[src/rtl/dast_pkg.sv]
`timescale 1ns / 1ps
// ----------------------------------------------------------------------------
// dast_pkg
// Shared types and constants for the daily alarm slot table: request and
// response items, the stored entry layout, mode and status codes.
// ----------------------------------------------------------------------------
package dast_pkg;

    // Table geometry.
    localparam int MAX_ENTRIES = 16;
    localparam int IDX_W       = (MAX_ENTRIES > 1) ? $clog2(MAX_ENTRIES) : 1;
    localparam int CNT_W       = $clog2(MAX_ENTRIES + 1);
    localparam int SLOT_W      = 4;
    localparam int CMP_W       = (CNT_W > SLOT_W) ? CNT_W : SLOT_W;

    // Time arithmetic.
    localparam int TOD_W        = 11;
    localparam int LAST_HOUR    = 23;
    localparam int LAST_MINUTE  = 59;
    localparam int TICK_W       = 12;
    localparam int PUMP_W       = 32;

    // Operation codes carried in the mode field.
    localparam logic [3:0] MODE_TICK      = 4'd0;
    localparam logic [3:0] MODE_ADD       = 4'd1;
    localparam logic [3:0] MODE_OVERWRITE = 4'd2;
    localparam logic [3:0] MODE_TRIGGER   = 4'd3;
    localparam logic [3:0] MODE_SET_ACT   = 4'd4;
    localparam logic [3:0] MODE_SET_PEND  = 4'd5;
    localparam logic [3:0] MODE_ALL_PEND  = 4'd6;
    localparam logic [3:0] MODE_RST_TIME  = 4'd7;
    localparam logic [3:0] MODE_QUERY     = 4'd8;

    // Status codes.
    localparam logic [1:0] STATUS_OK       = 2'd0;
    localparam logic [1:0] STATUS_FULL     = 2'd1;
    localparam logic [1:0] STATUS_NOT_USED = 2'd2;

    typedef struct packed {
        logic [3:0] mode;
        logic [3:0] slot;
        logic [4:0] entry_hour;
        logic [5:0] entry_minute;
        logic [7:0] action_code;
        logic       flag_value;
        logic [4:0] now_hour;
        logic [5:0] now_minute;
        logic       pump_on;
    } req_item_t;

    typedef struct packed {
        logic        fired;
        logic [3:0]  fired_slot;
        logic [7:0]  fired_action;
        logic [1:0]  status;
        logic        active_flag;
        logic [31:0] pump_seconds;
    } rsp_item_t;

    // One stored alarm entry, 22 bits.
    typedef struct packed {
        logic [4:0] hour;
        logic [5:0] minute;
        logic       time_ok;
        logic       pending;
        logic       active;
        logic [7:0] action;
    } entry_t;

endpackage

[src/rtl/dast_time_match.sv]
`timescale 1ns / 1ps
// ----------------------------------------------------------------------------
// dast_time_match
// Decides whether a stored entry fires on a tick: it must be pending, active
// and time-valid, and its minute of day must equal the current one.
// ----------------------------------------------------------------------------
module dast_time_match (
    input  dast_pkg::entry_t   entry,
    input  logic [4:0]         now_hour,
    input  logic [5:0]         now_minute,
    output logic               match
);

    logic [dast_pkg::TOD_W-1:0] entry_tod;
    logic [dast_pkg::TOD_W-1:0] now_tod;

    // Minute of day as hour*64 - hour*4 + minute; raw fields, no range check.
    assign entry_tod = {entry.hour, 6'b000000} - {4'b0000, entry.hour, 2'b00}
                     + {5'b00000, entry.minute};
    assign now_tod   = {now_hour, 6'b000000} - {4'b0000, now_hour, 2'b00}
                     + {5'b00000, now_minute};

    assign match = entry.pending && entry.active && entry.time_ok
                && (entry_tod == now_tod);

endmodule

[src/rtl/daily_alarm_slot_table.sv]
`timescale 1ns / 1ps
// ----------------------------------------------------------------------------
// daily_alarm_slot_table
// Request transfer to response valid: add, overwrite, reset time, undefined
// modes and rejected slots go straight to ST_PUSH; trigger, set and query read
// the slot in ST_MOD first; tick and set-all-pending step through the entries
// in ST_SCAN or ST_SWEEP (one entry per cycle) first. Throughput: one request
// at a time; the next is accepted after ST_PUSH, which waits out a stalled response.
// Reset clears control state, entry count and pump counter, sets tick_seconds to 1.
// ----------------------------------------------------------------------------
module daily_alarm_slot_table (
    input  logic                clk,
    input  logic                rst_n,
    input  logic                req_valid,
    output logic                req_stall,
    input  dast_pkg::req_item_t req,
    output logic                rsp_valid,
    input  logic                rsp_stall,
    output dast_pkg::rsp_item_t rsp,
    input  logic                cfg_valid,
    output logic                cfg_ready,
    input  logic [11:0]         cfg_data
);

    typedef enum logic [4:0] {
        ST_IDLE  = 5'b00001,
        ST_MOD   = 5'b00010,
        ST_SCAN  = 5'b00100,
        ST_SWEEP = 5'b01000,
        ST_PUSH  = 5'b10000
    } state_t;

    state_t state_reg, state_next;

    dast_pkg::req_item_t           item_reg, item_next;
    dast_pkg::rsp_item_t           res_reg, res_next;
    dast_pkg::rsp_item_t           rsp_reg, rsp_next;
    logic                          rsp_valid_reg, rsp_valid_next;
    logic [dast_pkg::CMP_W-1:0]    idx_reg, idx_next;
    logic [dast_pkg::CNT_W-1:0]    count_reg, count_next;
    logic [dast_pkg::PUMP_W-1:0]   pump_reg, pump_next;
    logic [dast_pkg::TICK_W-1:0]   tick_reg, tick_next;

    // Entry RAM with registered read data.
    dast_pkg::entry_t              entry_mem [dast_pkg::MAX_ENTRIES];
    dast_pkg::entry_t              rd_data_reg;
    dast_pkg::entry_t              wr_data;
    logic                          wr_en;
    logic [dast_pkg::CMP_W-1:0]    wr_addr;
    logic                          rd_en;
    logic [dast_pkg::CMP_W-1:0]    rd_addr;

    logic                          req_xfer;
    logic                          rsp_xfer;
    logic                          in_use;
    logic                          time_hit;
    logic                          new_time_ok;
    logic [dast_pkg::CMP_W-1:0]    slot_ext;
    logic [dast_pkg::CMP_W-1:0]    count_ext;
    logic [dast_pkg::CMP_W-1:0]    idx_inc;

    assign cfg_ready = 1'b1;
    assign req_stall = (state_reg != ST_IDLE);
    assign req_xfer  = req_valid && !req_stall;
    assign rsp_xfer  = rsp_valid_reg && !rsp_stall;
    assign rsp_valid = rsp_valid_reg;
    assign rsp       = rsp_reg;

    assign slot_ext  = dast_pkg::CMP_W'(req.slot);
    assign count_ext = dast_pkg::CMP_W'(count_reg);
    assign in_use    = slot_ext < count_ext;
    assign idx_inc   = idx_reg + dast_pkg::CMP_W'(1);

    assign new_time_ok = (req.entry_hour <= 5'(dast_pkg::LAST_HOUR))
                      && (req.entry_minute <= 6'(dast_pkg::LAST_MINUTE));

    // Tick match on the entry just read during a scan.
    dast_time_match u_match (
        .entry      (rd_data_reg),
        .now_hour   (item_reg.now_hour),
        .now_minute (item_reg.now_minute),
        .match      (time_hit)
    );

    // Sequencer: decode on transfer, then read, scan or sweep the RAM.
    always_comb
    begin
        state_next     = state_reg;
        item_next      = item_reg;
        res_next       = res_reg;
        rsp_next       = rsp_reg;
        rsp_valid_next = rsp_valid_reg;
        idx_next       = idx_reg;
        count_next     = count_reg;
        pump_next      = pump_reg;
        tick_next      = tick_reg;
        wr_en          = 1'b0;
        wr_addr        = slot_ext;
        wr_data        = rd_data_reg;
        rd_en          = 1'b0;
        rd_addr        = slot_ext;

        if (cfg_valid && cfg_ready)
        begin
            tick_next = cfg_data;
        end

        if (rsp_xfer)
        begin
            rsp_valid_next = 1'b0;
        end

        unique case (state_reg)
            ST_IDLE:
            begin
                if (req_xfer)
                begin
                    item_next  = req;
                    res_next   = '0;
                    idx_next   = '0;
                    state_next = ST_PUSH;
                    unique case (req.mode) inside
                        dast_pkg::MODE_TICK:
                        begin
                            if (req.pump_on)
                            begin
                                pump_next = pump_reg
                                          + dast_pkg::PUMP_W'(tick_reg);
                            end
                            if (count_reg != '0)
                            begin
                                rd_en      = 1'b1;
                                rd_addr    = '0;
                                state_next = ST_SCAN;
                            end
                        end
                        dast_pkg::MODE_ADD:
                        begin
                            if (count_reg == dast_pkg::CNT_W'(dast_pkg::MAX_ENTRIES))
                            begin
                                res_next.status = dast_pkg::STATUS_FULL;
                            end
                            else
                            begin
                                wr_en           = 1'b1;
                                wr_addr         = count_ext;
                                wr_data.hour    = req.entry_hour;
                                wr_data.minute  = req.entry_minute;
                                wr_data.time_ok = 1'b1;
                                wr_data.pending = 1'b1;
                                wr_data.active  = 1'b1;
                                wr_data.action  = req.action_code;
                                count_next      = count_reg + dast_pkg::CNT_W'(1);
                            end
                        end
                        dast_pkg::MODE_OVERWRITE:
                        begin
                            if (!in_use)
                            begin
                                res_next.status = dast_pkg::STATUS_NOT_USED;
                            end
                            else
                            begin
                                wr_en           = 1'b1;
                                wr_data.hour    = new_time_ok ? req.entry_hour : '0;
                                wr_data.minute  = new_time_ok ? req.entry_minute : '0;
                                wr_data.time_ok = new_time_ok;
                                wr_data.pending = 1'b1;
                                wr_data.active  = 1'b1;
                                wr_data.action  = req.action_code;
                            end
                        end
                        dast_pkg::MODE_TRIGGER, dast_pkg::MODE_SET_ACT,
                        dast_pkg::MODE_SET_PEND, dast_pkg::MODE_QUERY:
                        begin
                            if (!in_use)
                            begin
                                res_next.status = dast_pkg::STATUS_NOT_USED;
                            end
                            else
                            begin
                                rd_en      = 1'b1;
                                state_next = ST_MOD;
                            end
                        end
                        dast_pkg::MODE_ALL_PEND:
                        begin
                            if (count_reg != '0)
                            begin
                                rd_en      = 1'b1;
                                rd_addr    = '0;
                                state_next = ST_SWEEP;
                            end
                        end
                        dast_pkg::MODE_RST_TIME:
                        begin
                            pump_next = '0;
                        end
                        default:
                        begin
                        end
                    endcase
                end
            end

            // Read data of the addressed slot is valid here.
            ST_MOD:
            begin
                wr_addr    = dast_pkg::CMP_W'(item_reg.slot);
                state_next = ST_PUSH;
                unique case (item_reg.mode)
                    dast_pkg::MODE_TRIGGER:
                    begin
                        res_next.fired        = 1'b1;
                        res_next.fired_slot   = item_reg.slot;
                        res_next.fired_action = rd_data_reg.action;
                    end
                    dast_pkg::MODE_SET_ACT:
                    begin
                        wr_en          = 1'b1;
                        wr_data.active = item_reg.flag_value;
                    end
                    dast_pkg::MODE_SET_PEND:
                    begin
                        wr_en           = 1'b1;
                        wr_data.pending = item_reg.flag_value;
                    end
                    default:
                    begin
                        res_next.active_flag = rd_data_reg.active;
                    end
                endcase
            end

            // One entry per cycle; the first match fires and stops the scan.
            ST_SCAN:
            begin
                wr_addr = idx_reg;
                if (time_hit)
                begin
                    wr_en                 = 1'b1;
                    wr_data.pending       = 1'b0;
                    res_next.fired        = 1'b1;
                    res_next.fired_slot   = idx_reg[3:0];
                    res_next.fired_action = rd_data_reg.action;
                    state_next            = ST_PUSH;
                end
                else if (idx_inc == count_ext)
                begin
                    state_next = ST_PUSH;
                end
                else
                begin
                    rd_en    = 1'b1;
                    rd_addr  = idx_inc;
                    idx_next = idx_inc;
                end
            end

            // Read the next entry while writing back the current one.
            ST_SWEEP:
            begin
                wr_en           = 1'b1;
                wr_addr         = idx_reg;
                wr_data.pending = 1'b1;
                if (idx_inc == count_ext)
                begin
                    state_next = ST_PUSH;
                end
                else
                begin
                    rd_en    = 1'b1;
                    rd_addr  = idx_inc;
                    idx_next = idx_inc;
                end
            end

            // Hand the result to the response register once it is free.
            ST_PUSH:
            begin
                if (!rsp_valid_reg || !rsp_stall)
                begin
                    rsp_next              = res_reg;
                    rsp_next.pump_seconds = pump_reg;
                    rsp_valid_next        = 1'b1;
                    state_next            = ST_IDLE;
                end
            end

            default:
            begin
                state_next = ST_IDLE;
            end
        endcase
    end

    // Control registers.
    always_ff @(posedge clk or negedge rst_n)
    begin
        if (!rst_n)
        begin
            state_reg     <= ST_IDLE;
            rsp_valid_reg <= 1'b0;
            count_reg     <= '0;
            pump_reg      <= '0;
            tick_reg      <= dast_pkg::TICK_W'(1);
            idx_reg       <= '0;
        end
        else
        begin
            state_reg     <= state_next;
            rsp_valid_reg <= rsp_valid_next;
            count_reg     <= count_next;
            pump_reg      <= pump_next;
            tick_reg      <= tick_next;
            idx_reg       <= idx_next;
        end
    end

    // Payload registers.
    always_ff @(posedge clk)
    begin
        item_reg <= item_next;
        res_reg  <= res_next;
        rsp_reg  <= rsp_next;
    end

    // Entry RAM: one write port, one registered read port.
    always_ff @(posedge clk)
    begin
        if (wr_en)
        begin
            entry_mem[wr_addr[dast_pkg::IDX_W-1:0]] <= wr_data;
        end
        if (rd_en)
        begin
            rd_data_reg <= entry_mem[rd_addr[dast_pkg::IDX_W-1:0]];
        end
    end

endmodule

[config.mk]
export PLATFORM = sky130hd
export DESIGN_NAME = daily_alarm_slot_table
export DESIGN_NICKNAME = d
export VERILOG_FILES = /design/src/rtl/dast_pkg.sv /design/src/rtl/dast_time_match.sv /design/src/rtl/daily_alarm_slot_table.sv
export SDC_FILE = /design/constraint.sdc
export NUM_CORES = 1
export LEC_CHECK = 0
export BUFFER_PORTS_ARGS = -buffer_cell sky130_fd_sc_hd__buf_2
export CAP_MARGIN = 20
export CORE_ASPECT_RATIO = 0.75
export CORE_UTILIZATION = 61
export DETAILED_ROUTE_END_ITERATION = 12
export GPL_TIMING_DRIVEN = 0
export PLACE_DENSITY = 0.77
export SLEW_MARGIN = 30
export SYNTH_ARGS = -nofsm -noshare
export SYNTH_HDL_FRONTEND = slang
export SYNTH_SLANG_ARGS = --single-unit
[constraint.sdc]
create_clock -name clk -period 7.12 [get_ports clk]
set_input_delay 0.356 -clock clk [delete_from_list [all_inputs] [get_ports clk]]
set_output_delay 0.356 -clock clk [all_outputs]
set_load 0.05 [all_outputs]
After elaboration in Yosys (flattened, before gate mapping):

Memory sizes are Yosys's and may differ from the RTL's. A register that Yosys moved wholly into a read port is not among the register bits.
Cells that the tools add are included.

* add/sub/neg operators: 7
* order comparisons: 3
* equality and inequality tests: 27
* muxes and demuxes: 65
* bitwise gates (word level): 1
* reduce and logical (&&, ||, !) cells: 30

Operator list (number)
* two-way mux 22 bit: 3
* one-hot mux 32 bit (2 select lines): 1
* two-way mux 5 bit: 11
* two-way mux 48 bit: 1
* one-hot mux 22 bit (2 select lines): 1
* one-hot mux 13 bit (3 select lines): 1
* adder 32 x 12 -> 32 bit: 1
* two-way mux 32 bit: 1
* two-way mux 4 bit: 8
* one-hot mux 5 bit (3 select lines): 2
* two-way mux 13 bit: 2
* one-hot mux 5 bit (5 select lines): 1
* == test 4 x 3 -> 1 bit (second input constant): 6
* one-hot mux 4 bit (3 select lines): 2
* adder 11 x 6 -> 11 bit: 2
* subtractor 11 x 7 -> 11 bit: 2
* two-way mux 1 bit: 19
* == test 4 x 2 -> 1 bit (second input constant): 3
* two-way mux 12 bit: 1
* != test 2 bit (second input constant): 6
* AND reduction 4 bit: 3
* == test 11 bit: 1
* adder 5 x 1 -> 5 bit (second input constant): 2
* == test 5 bit (second input constant): 2
* 33 further kinds: 51

* register bits after elaboration: 144
* memory bits (writable): 352
* bits of input ports: 57
* memories: 1

Memory list
* entry_mem: depth 16, width 22, read ports 1, clocked after memory_dff 1, write ports 1, RTL line daily_alarm_slot_table.sv:45 `dast_pkg::entry_t entry_mem [dast_pkg::MAX_ENTRIES];`

Logic depth before layout (Yosys ltp):

* depth in word-level cells: 8
* depth in mapped cells: 19
* mapped depth without buffers: 13

Modules after synthesis:

From an unflattened synthesis, not the netlist that was laid out.

* cells, all modules: 1263
* area, all modules: 21551.9 sq um

Modules (own cells, without submodules)
* daily_alarm_slot_table: times used 1, cells an instance 1182, area each 20897.5 sq um
* dast_time_match: times used 1, cells an instance 81, area each 654.4 sq um

Least setup slack after synthesis:

Ideal clock, no wire load.

* kind: reg-to-reg
* from: register item_reg[9] in the netlist's numbering
* to: memory entry_mem[15][0] in the netlist's numbering, enable pin
* library setup time: 0.457 ns
* arrival time: 5.086 ns
* path slack: 1.577 ns
* cell stages (with the launch flop): 15
* path buffers: 3
* period minus slack after synthesis: 5.543 ns
* cell sequence: edfxtp_1 clkbuf_1 inv_1 ha_1 a21oi_1 nand2_1 xnor2_1 xnor2_1 or3_1 nor4_4 and2_1 buf_6 a21oi_1 clkbuf_1 nor4_1

* cells in the longest elaborated chain, start to end: 8

Ends and longest elaborated chain
* start: declaration: RTL line daily_alarm_slot_table.sv:35 `dast_pkg::req_item_t item_reg, item_next;`
* start signal: assignment: RTL line daily_alarm_slot_table.sv:323 `item_reg <= item_next;`
* subtractor 11 x 7 -> 11 bit: RTL line dast_time_match.sv:20 `assign now_tod = {now_hour, 6'b000000} - {4'b0000, now_hour, 2'b00}`
* adder 11 x 6 -> 11 bit: RTL line dast_time_match.sv:21 `+ {5'b00000, now_minute};`
* == test 11 bit: RTL line dast_time_match.sv:24 `&& (entry_tod == now_tod);`
* logical AND 1 bit: RTL line dast_time_match.sv:24
* two-way mux 1 bit: RTL line daily_alarm_slot_table.sv:239 `if (time_hit)`
* one-hot mux 1 bit (4 select lines): RTL line daily_alarm_slot_table.sv:113 `unique case (state_reg)`
* two-way mux 1 bit: RTL line daily_alarm_slot_table.sv:331 `if (wr_en)`
* two-way mux 1 bit (implied by the code): RTL line daily_alarm_slot_table.sv:333 `entry_mem[wr_addr[dast_pkg::IDX_W-1:0]] <= wr_data;`
* end: declaration: RTL line daily_alarm_slot_table.sv:45

Every way passes these cells.

Worst setup path after layout:

* from: register item_reg[9] in the netlist's numbering
* to: register, netlist name rd_data_reg[8]

* cells in the longest elaborated chain, start to end: 6
* elaborated cells on any way between the ends: 8

Ends and longest elaborated chain (RTL line)
* subtractor 11 x 7 -> 11 bit *: dast_time_match.sv:20
* adder 11 x 6 -> 11 bit *: dast_time_match.sv:21
* == test 11 bit *: dast_time_match.sv:24
* logical AND 1 bit *: dast_time_match.sv:24
* two-way mux 4 bit / two-way mux 1 bit (equally long branches): daily_alarm_slot_table.sv:239
* one-hot mux 4 bit (3 select lines) / one-hot mux 1 bit (3 select lines) (equally long branches): daily_alarm_slot_table.sv:113

Mark *: on every way between the ends. The rest lies on a longest branch, timed or not.
A chain may end at the register's enable or synchronous reset.

==> impl_results.md <==
- Leak pwr: slightly above 9 nW
- Via count: about 15000
- CTS Buf Count: 48
- Initial antenna violation count: 0
- Slew HR: 0.3089
- Die X: 223.9 um
- Fin cells: 2260
- Iteration-0 DRC Markers: approximately 2200
- CP Max Fanout: 10
- FILL cells: about 2300
- Die Area: around 38000 sq um
- I/O pin total: between 100 and 150
- Layout cells sized above 1: 0.1978
- Clock power share: 0.328
- CP Capture Type: register
- Commonest non-fill, non-tap cells in the layout: edfxtp_1 (458), buf_2 (143), o31a_1 (87), a2111oi_0 (87), nor2_1 (76)
- DRC: 0
- Global-route wire length before repair: 86360 um
- Critical path launch point type: register
- Antenna-violating nets left: 0
- Post-synth EDFFs: approximately 460
- Clock transition at path regs: approximately 70 ps
- RSZ-0062 raised after global routing: no
- Net count, final: ~1800
- RePlAce Congestion: 0.9129
- Initial core utilization: 0.6239
- Synth Instances: 1500
- Number of flip-flops in the largest register: between 300 and 400
- Detailed Route WL: between 50000 and 60000 um
- Sequential element share of the synthesized area: 0.6772
- Max-cap viol count: 0
- Setup WS pre-CTS: 1815 ps
- Worst hold path type: in2reg
- Maximum vdd drop: about 210 uV
- Setup Buffers After CTS: 0
- P per Cell Area: between 300 and 400 nW/um^2
- Largest net degree at the start of global routing: a little over 60
- Pre-antenna DRT Iters: 8
- Core ar.: about 36000 sq um
- Commonest non-fill, non-tap cell in the layout: edfxtp_1
- CP required: around 7400 ps
- Switching share of power: 0.2954
- #FFs+latches synth: between 500 and 600
- Vias in the first global route: approximately 15000
- Final setup fails: 0
- Max clock buf depth: 3
- Power Internal: 5.686 mW
- Antenna Cells: 0
- Chip height: between 150 and 200 um
- Total GRT Usage: 0.3059
- Placed inst area: between 20000 and 25000 sq um
- Critical setup path kind: reg2reg
- TritonCTS clock tree: done
- Combinational fraction of design power: 0.212
- Hold Vio Cnt, Final: 0
- Setup ws final: 1548 ps
- Period Utilization, post-route: 0.7826
- Total power: a little over 8 mW
- Critical path data arrival time: slightly below 6000 ps
- IO Port Bufs: roughly 110
- Yosys warns: 0
- Clk_lat worst skew: approximately 580 ps
- Placement Rows: 60
- Routed WL per cell: approximately 25 um
- Setup TNS: 0 ps
- Area delta synth->final: 15.35%
- Total gr overflow: 0
- Synth Flop Type: edfxtp_1
- Asr flop ratio synth: 0.1158
- Design area: between 20000 and 30000 sq um
- Post-synthesis cell area: 22530 sq um
- Final core utilization: 0.7196
- Slew @ Worst Pin: 1037 ps
- Inst Count DP: approximately 2200
- Fin. max-slew vios: 0
- Fmax: between 150 and 200 MHz
- Clock Skew: approximately 25 ps
- Fin Hold WS: 18.87 ps
- Status: completed
- Syn Area/Cell: 15.02 sq um
- NetSw: 2.384 mW
- Via density: 6.678
- H-tree depth: 2
- CTS root buffer: clkbuf_16
- Synth Net Count: around 1600
- Tmin final: ~5600 ps
- DP Wirelength: about 40000 um
- Clk sink count: ~520
- Sequential power share: 0.460
- Post-synthesis cell type count: 84
==> cells in the mapped netlist, types with 13 or more instances <==
library cell,n,area [sq um]
and2_1,16,100.1
buf_2,15,75.07
xor2_1,26,227.7
nor3_1,19,95.09
xnor2_1,30,262.8
a221o_1,23,230.2
nor2_1,78,292.8
o31a_1,87,762.0
mux4_2,22,495.5
o21ai_0,35,175.2
dfrtp_1,58,1451
a2111oi_0,87,762.0
inv_1,31,116.4
or4_1,25,187.7
edfxtp_1,458,13750
nand3_1,23,115.1
a21oi_1,30,150.1
a22o_1,17,148.9
clkbuf_1,61,229.0
ha_1,29,362.9
o22ai_1,26,162.7
mux2_2,21,236.5
nand4_1,13,81.33
nand2_1,64,240.2
mux2i_1,47,470.5
==> layout make-up <==
cell class / count / area (sq um) / share of cell area
clock inverters: 30 / 365.4 / 0.01406
well taps: 496 / 620.6 / 0.02388
repair buffers: 175 / 1094 / 0.04208
multi-input cells: 853 / 6799 / 0.2616
plain buffers: 98 / 491.7 / 0.01892
inverters: 31 / 116.4 / 0.004478
clock buffers: 59 / 1242 / 0.04781
flip-flops and latches: 518 / 15260 / 0.5871
==> critical path, cell delays in order (launching register included) <==
cell and delay (ps):
edfxtp_1 320, clkbuf_1 340, inv_1 80, ha_1 340, a21oi_1 250, a21boi_2 130
a2111oi_4 380, xnor2_1 160, nor3b_1 160, or3_1 400, buf_6 150, and2_1 140
buf_6 130, a311oi_1 650, buf_4 320, buf_4 210, a2111oi_0 110, or4_1 580
o22ai_1 440
==> kinds of logic (layout without fill, tap and decap cells) <==
| logic type | Yosys count | after routing | synth area share |
|---|---|---|---|
| mux | 90 | 90 | 0.05337 |
| other cells | 1 | 1 | 0.0001665 |
| simple gates | 305 | 305 | 0.07131 |
| xor+xnor | 56 | 56 | 0.02177 |
| buf+inv | 129 | 393 | 0.02699 |
| flops | 518 | 518 | 0.6772 |
| compound gates | 371 | 371 | 0.1322 |
| fa+ha+maj | 30 | 30 | 0.01699 |
==> path summary, 6_finish.rpt <==
kind	endpoint	cells past startpoint	slack [ps]	startpoint
setup / recovery	rd_data_reg[8]	18	1550	item_reg[9]
hold / removal	tick_reg[6]	2	20	cfg_data[6]
setup reg to reg	rd_data_reg[8]	18	1550	item_reg[9]
hold reg to reg	rsp[40]	0	420	res_reg[40]
max in group asynchronous	pump_reg[8]	2	6130	rst_n
min in group asynchronous	count_ext[0]	2	430	rst_n
==> layer usage <==
| metal | part of all wire | up-vias | track usage | wire length (um) |
|---|---|---|---|---|
| met5 | 0 | - | 0 | 0 |
| li1 | - | 6519 | - | - |
| met4 | 0.026 | 0 | 0.09351 | 1493 |
| met2 | 0.45 | 956 | 0.4577 | 25860 |
| met3 | 0.12 | 126 | 0.07557 | 6634 |
| met1 | 0.40 | 7492 | 0.4464 | 23090 |
==> repair_timing <==
action,CTS,global route
endpoints found under the hold margin,71,0
endpoints found under the setup margin,0,0
hold buffers,14,0
resized for setup,0,0
==> power groups by stage <==
stage	Sequential (mW)	Clock, mW	Combinational [mW]
3_5_place_dp	3.78	0	1.66
3_3_place_gp	3.78	0	1.55
2_1_floorplan	3.90	0	1.01
4_1_cts	3.71	2.66	1.68
6_report	3.71	2.64	1.71
5_1_grt	3.73	2.77	1.83
No activity file was read; power rests on OpenSTA's default activity.
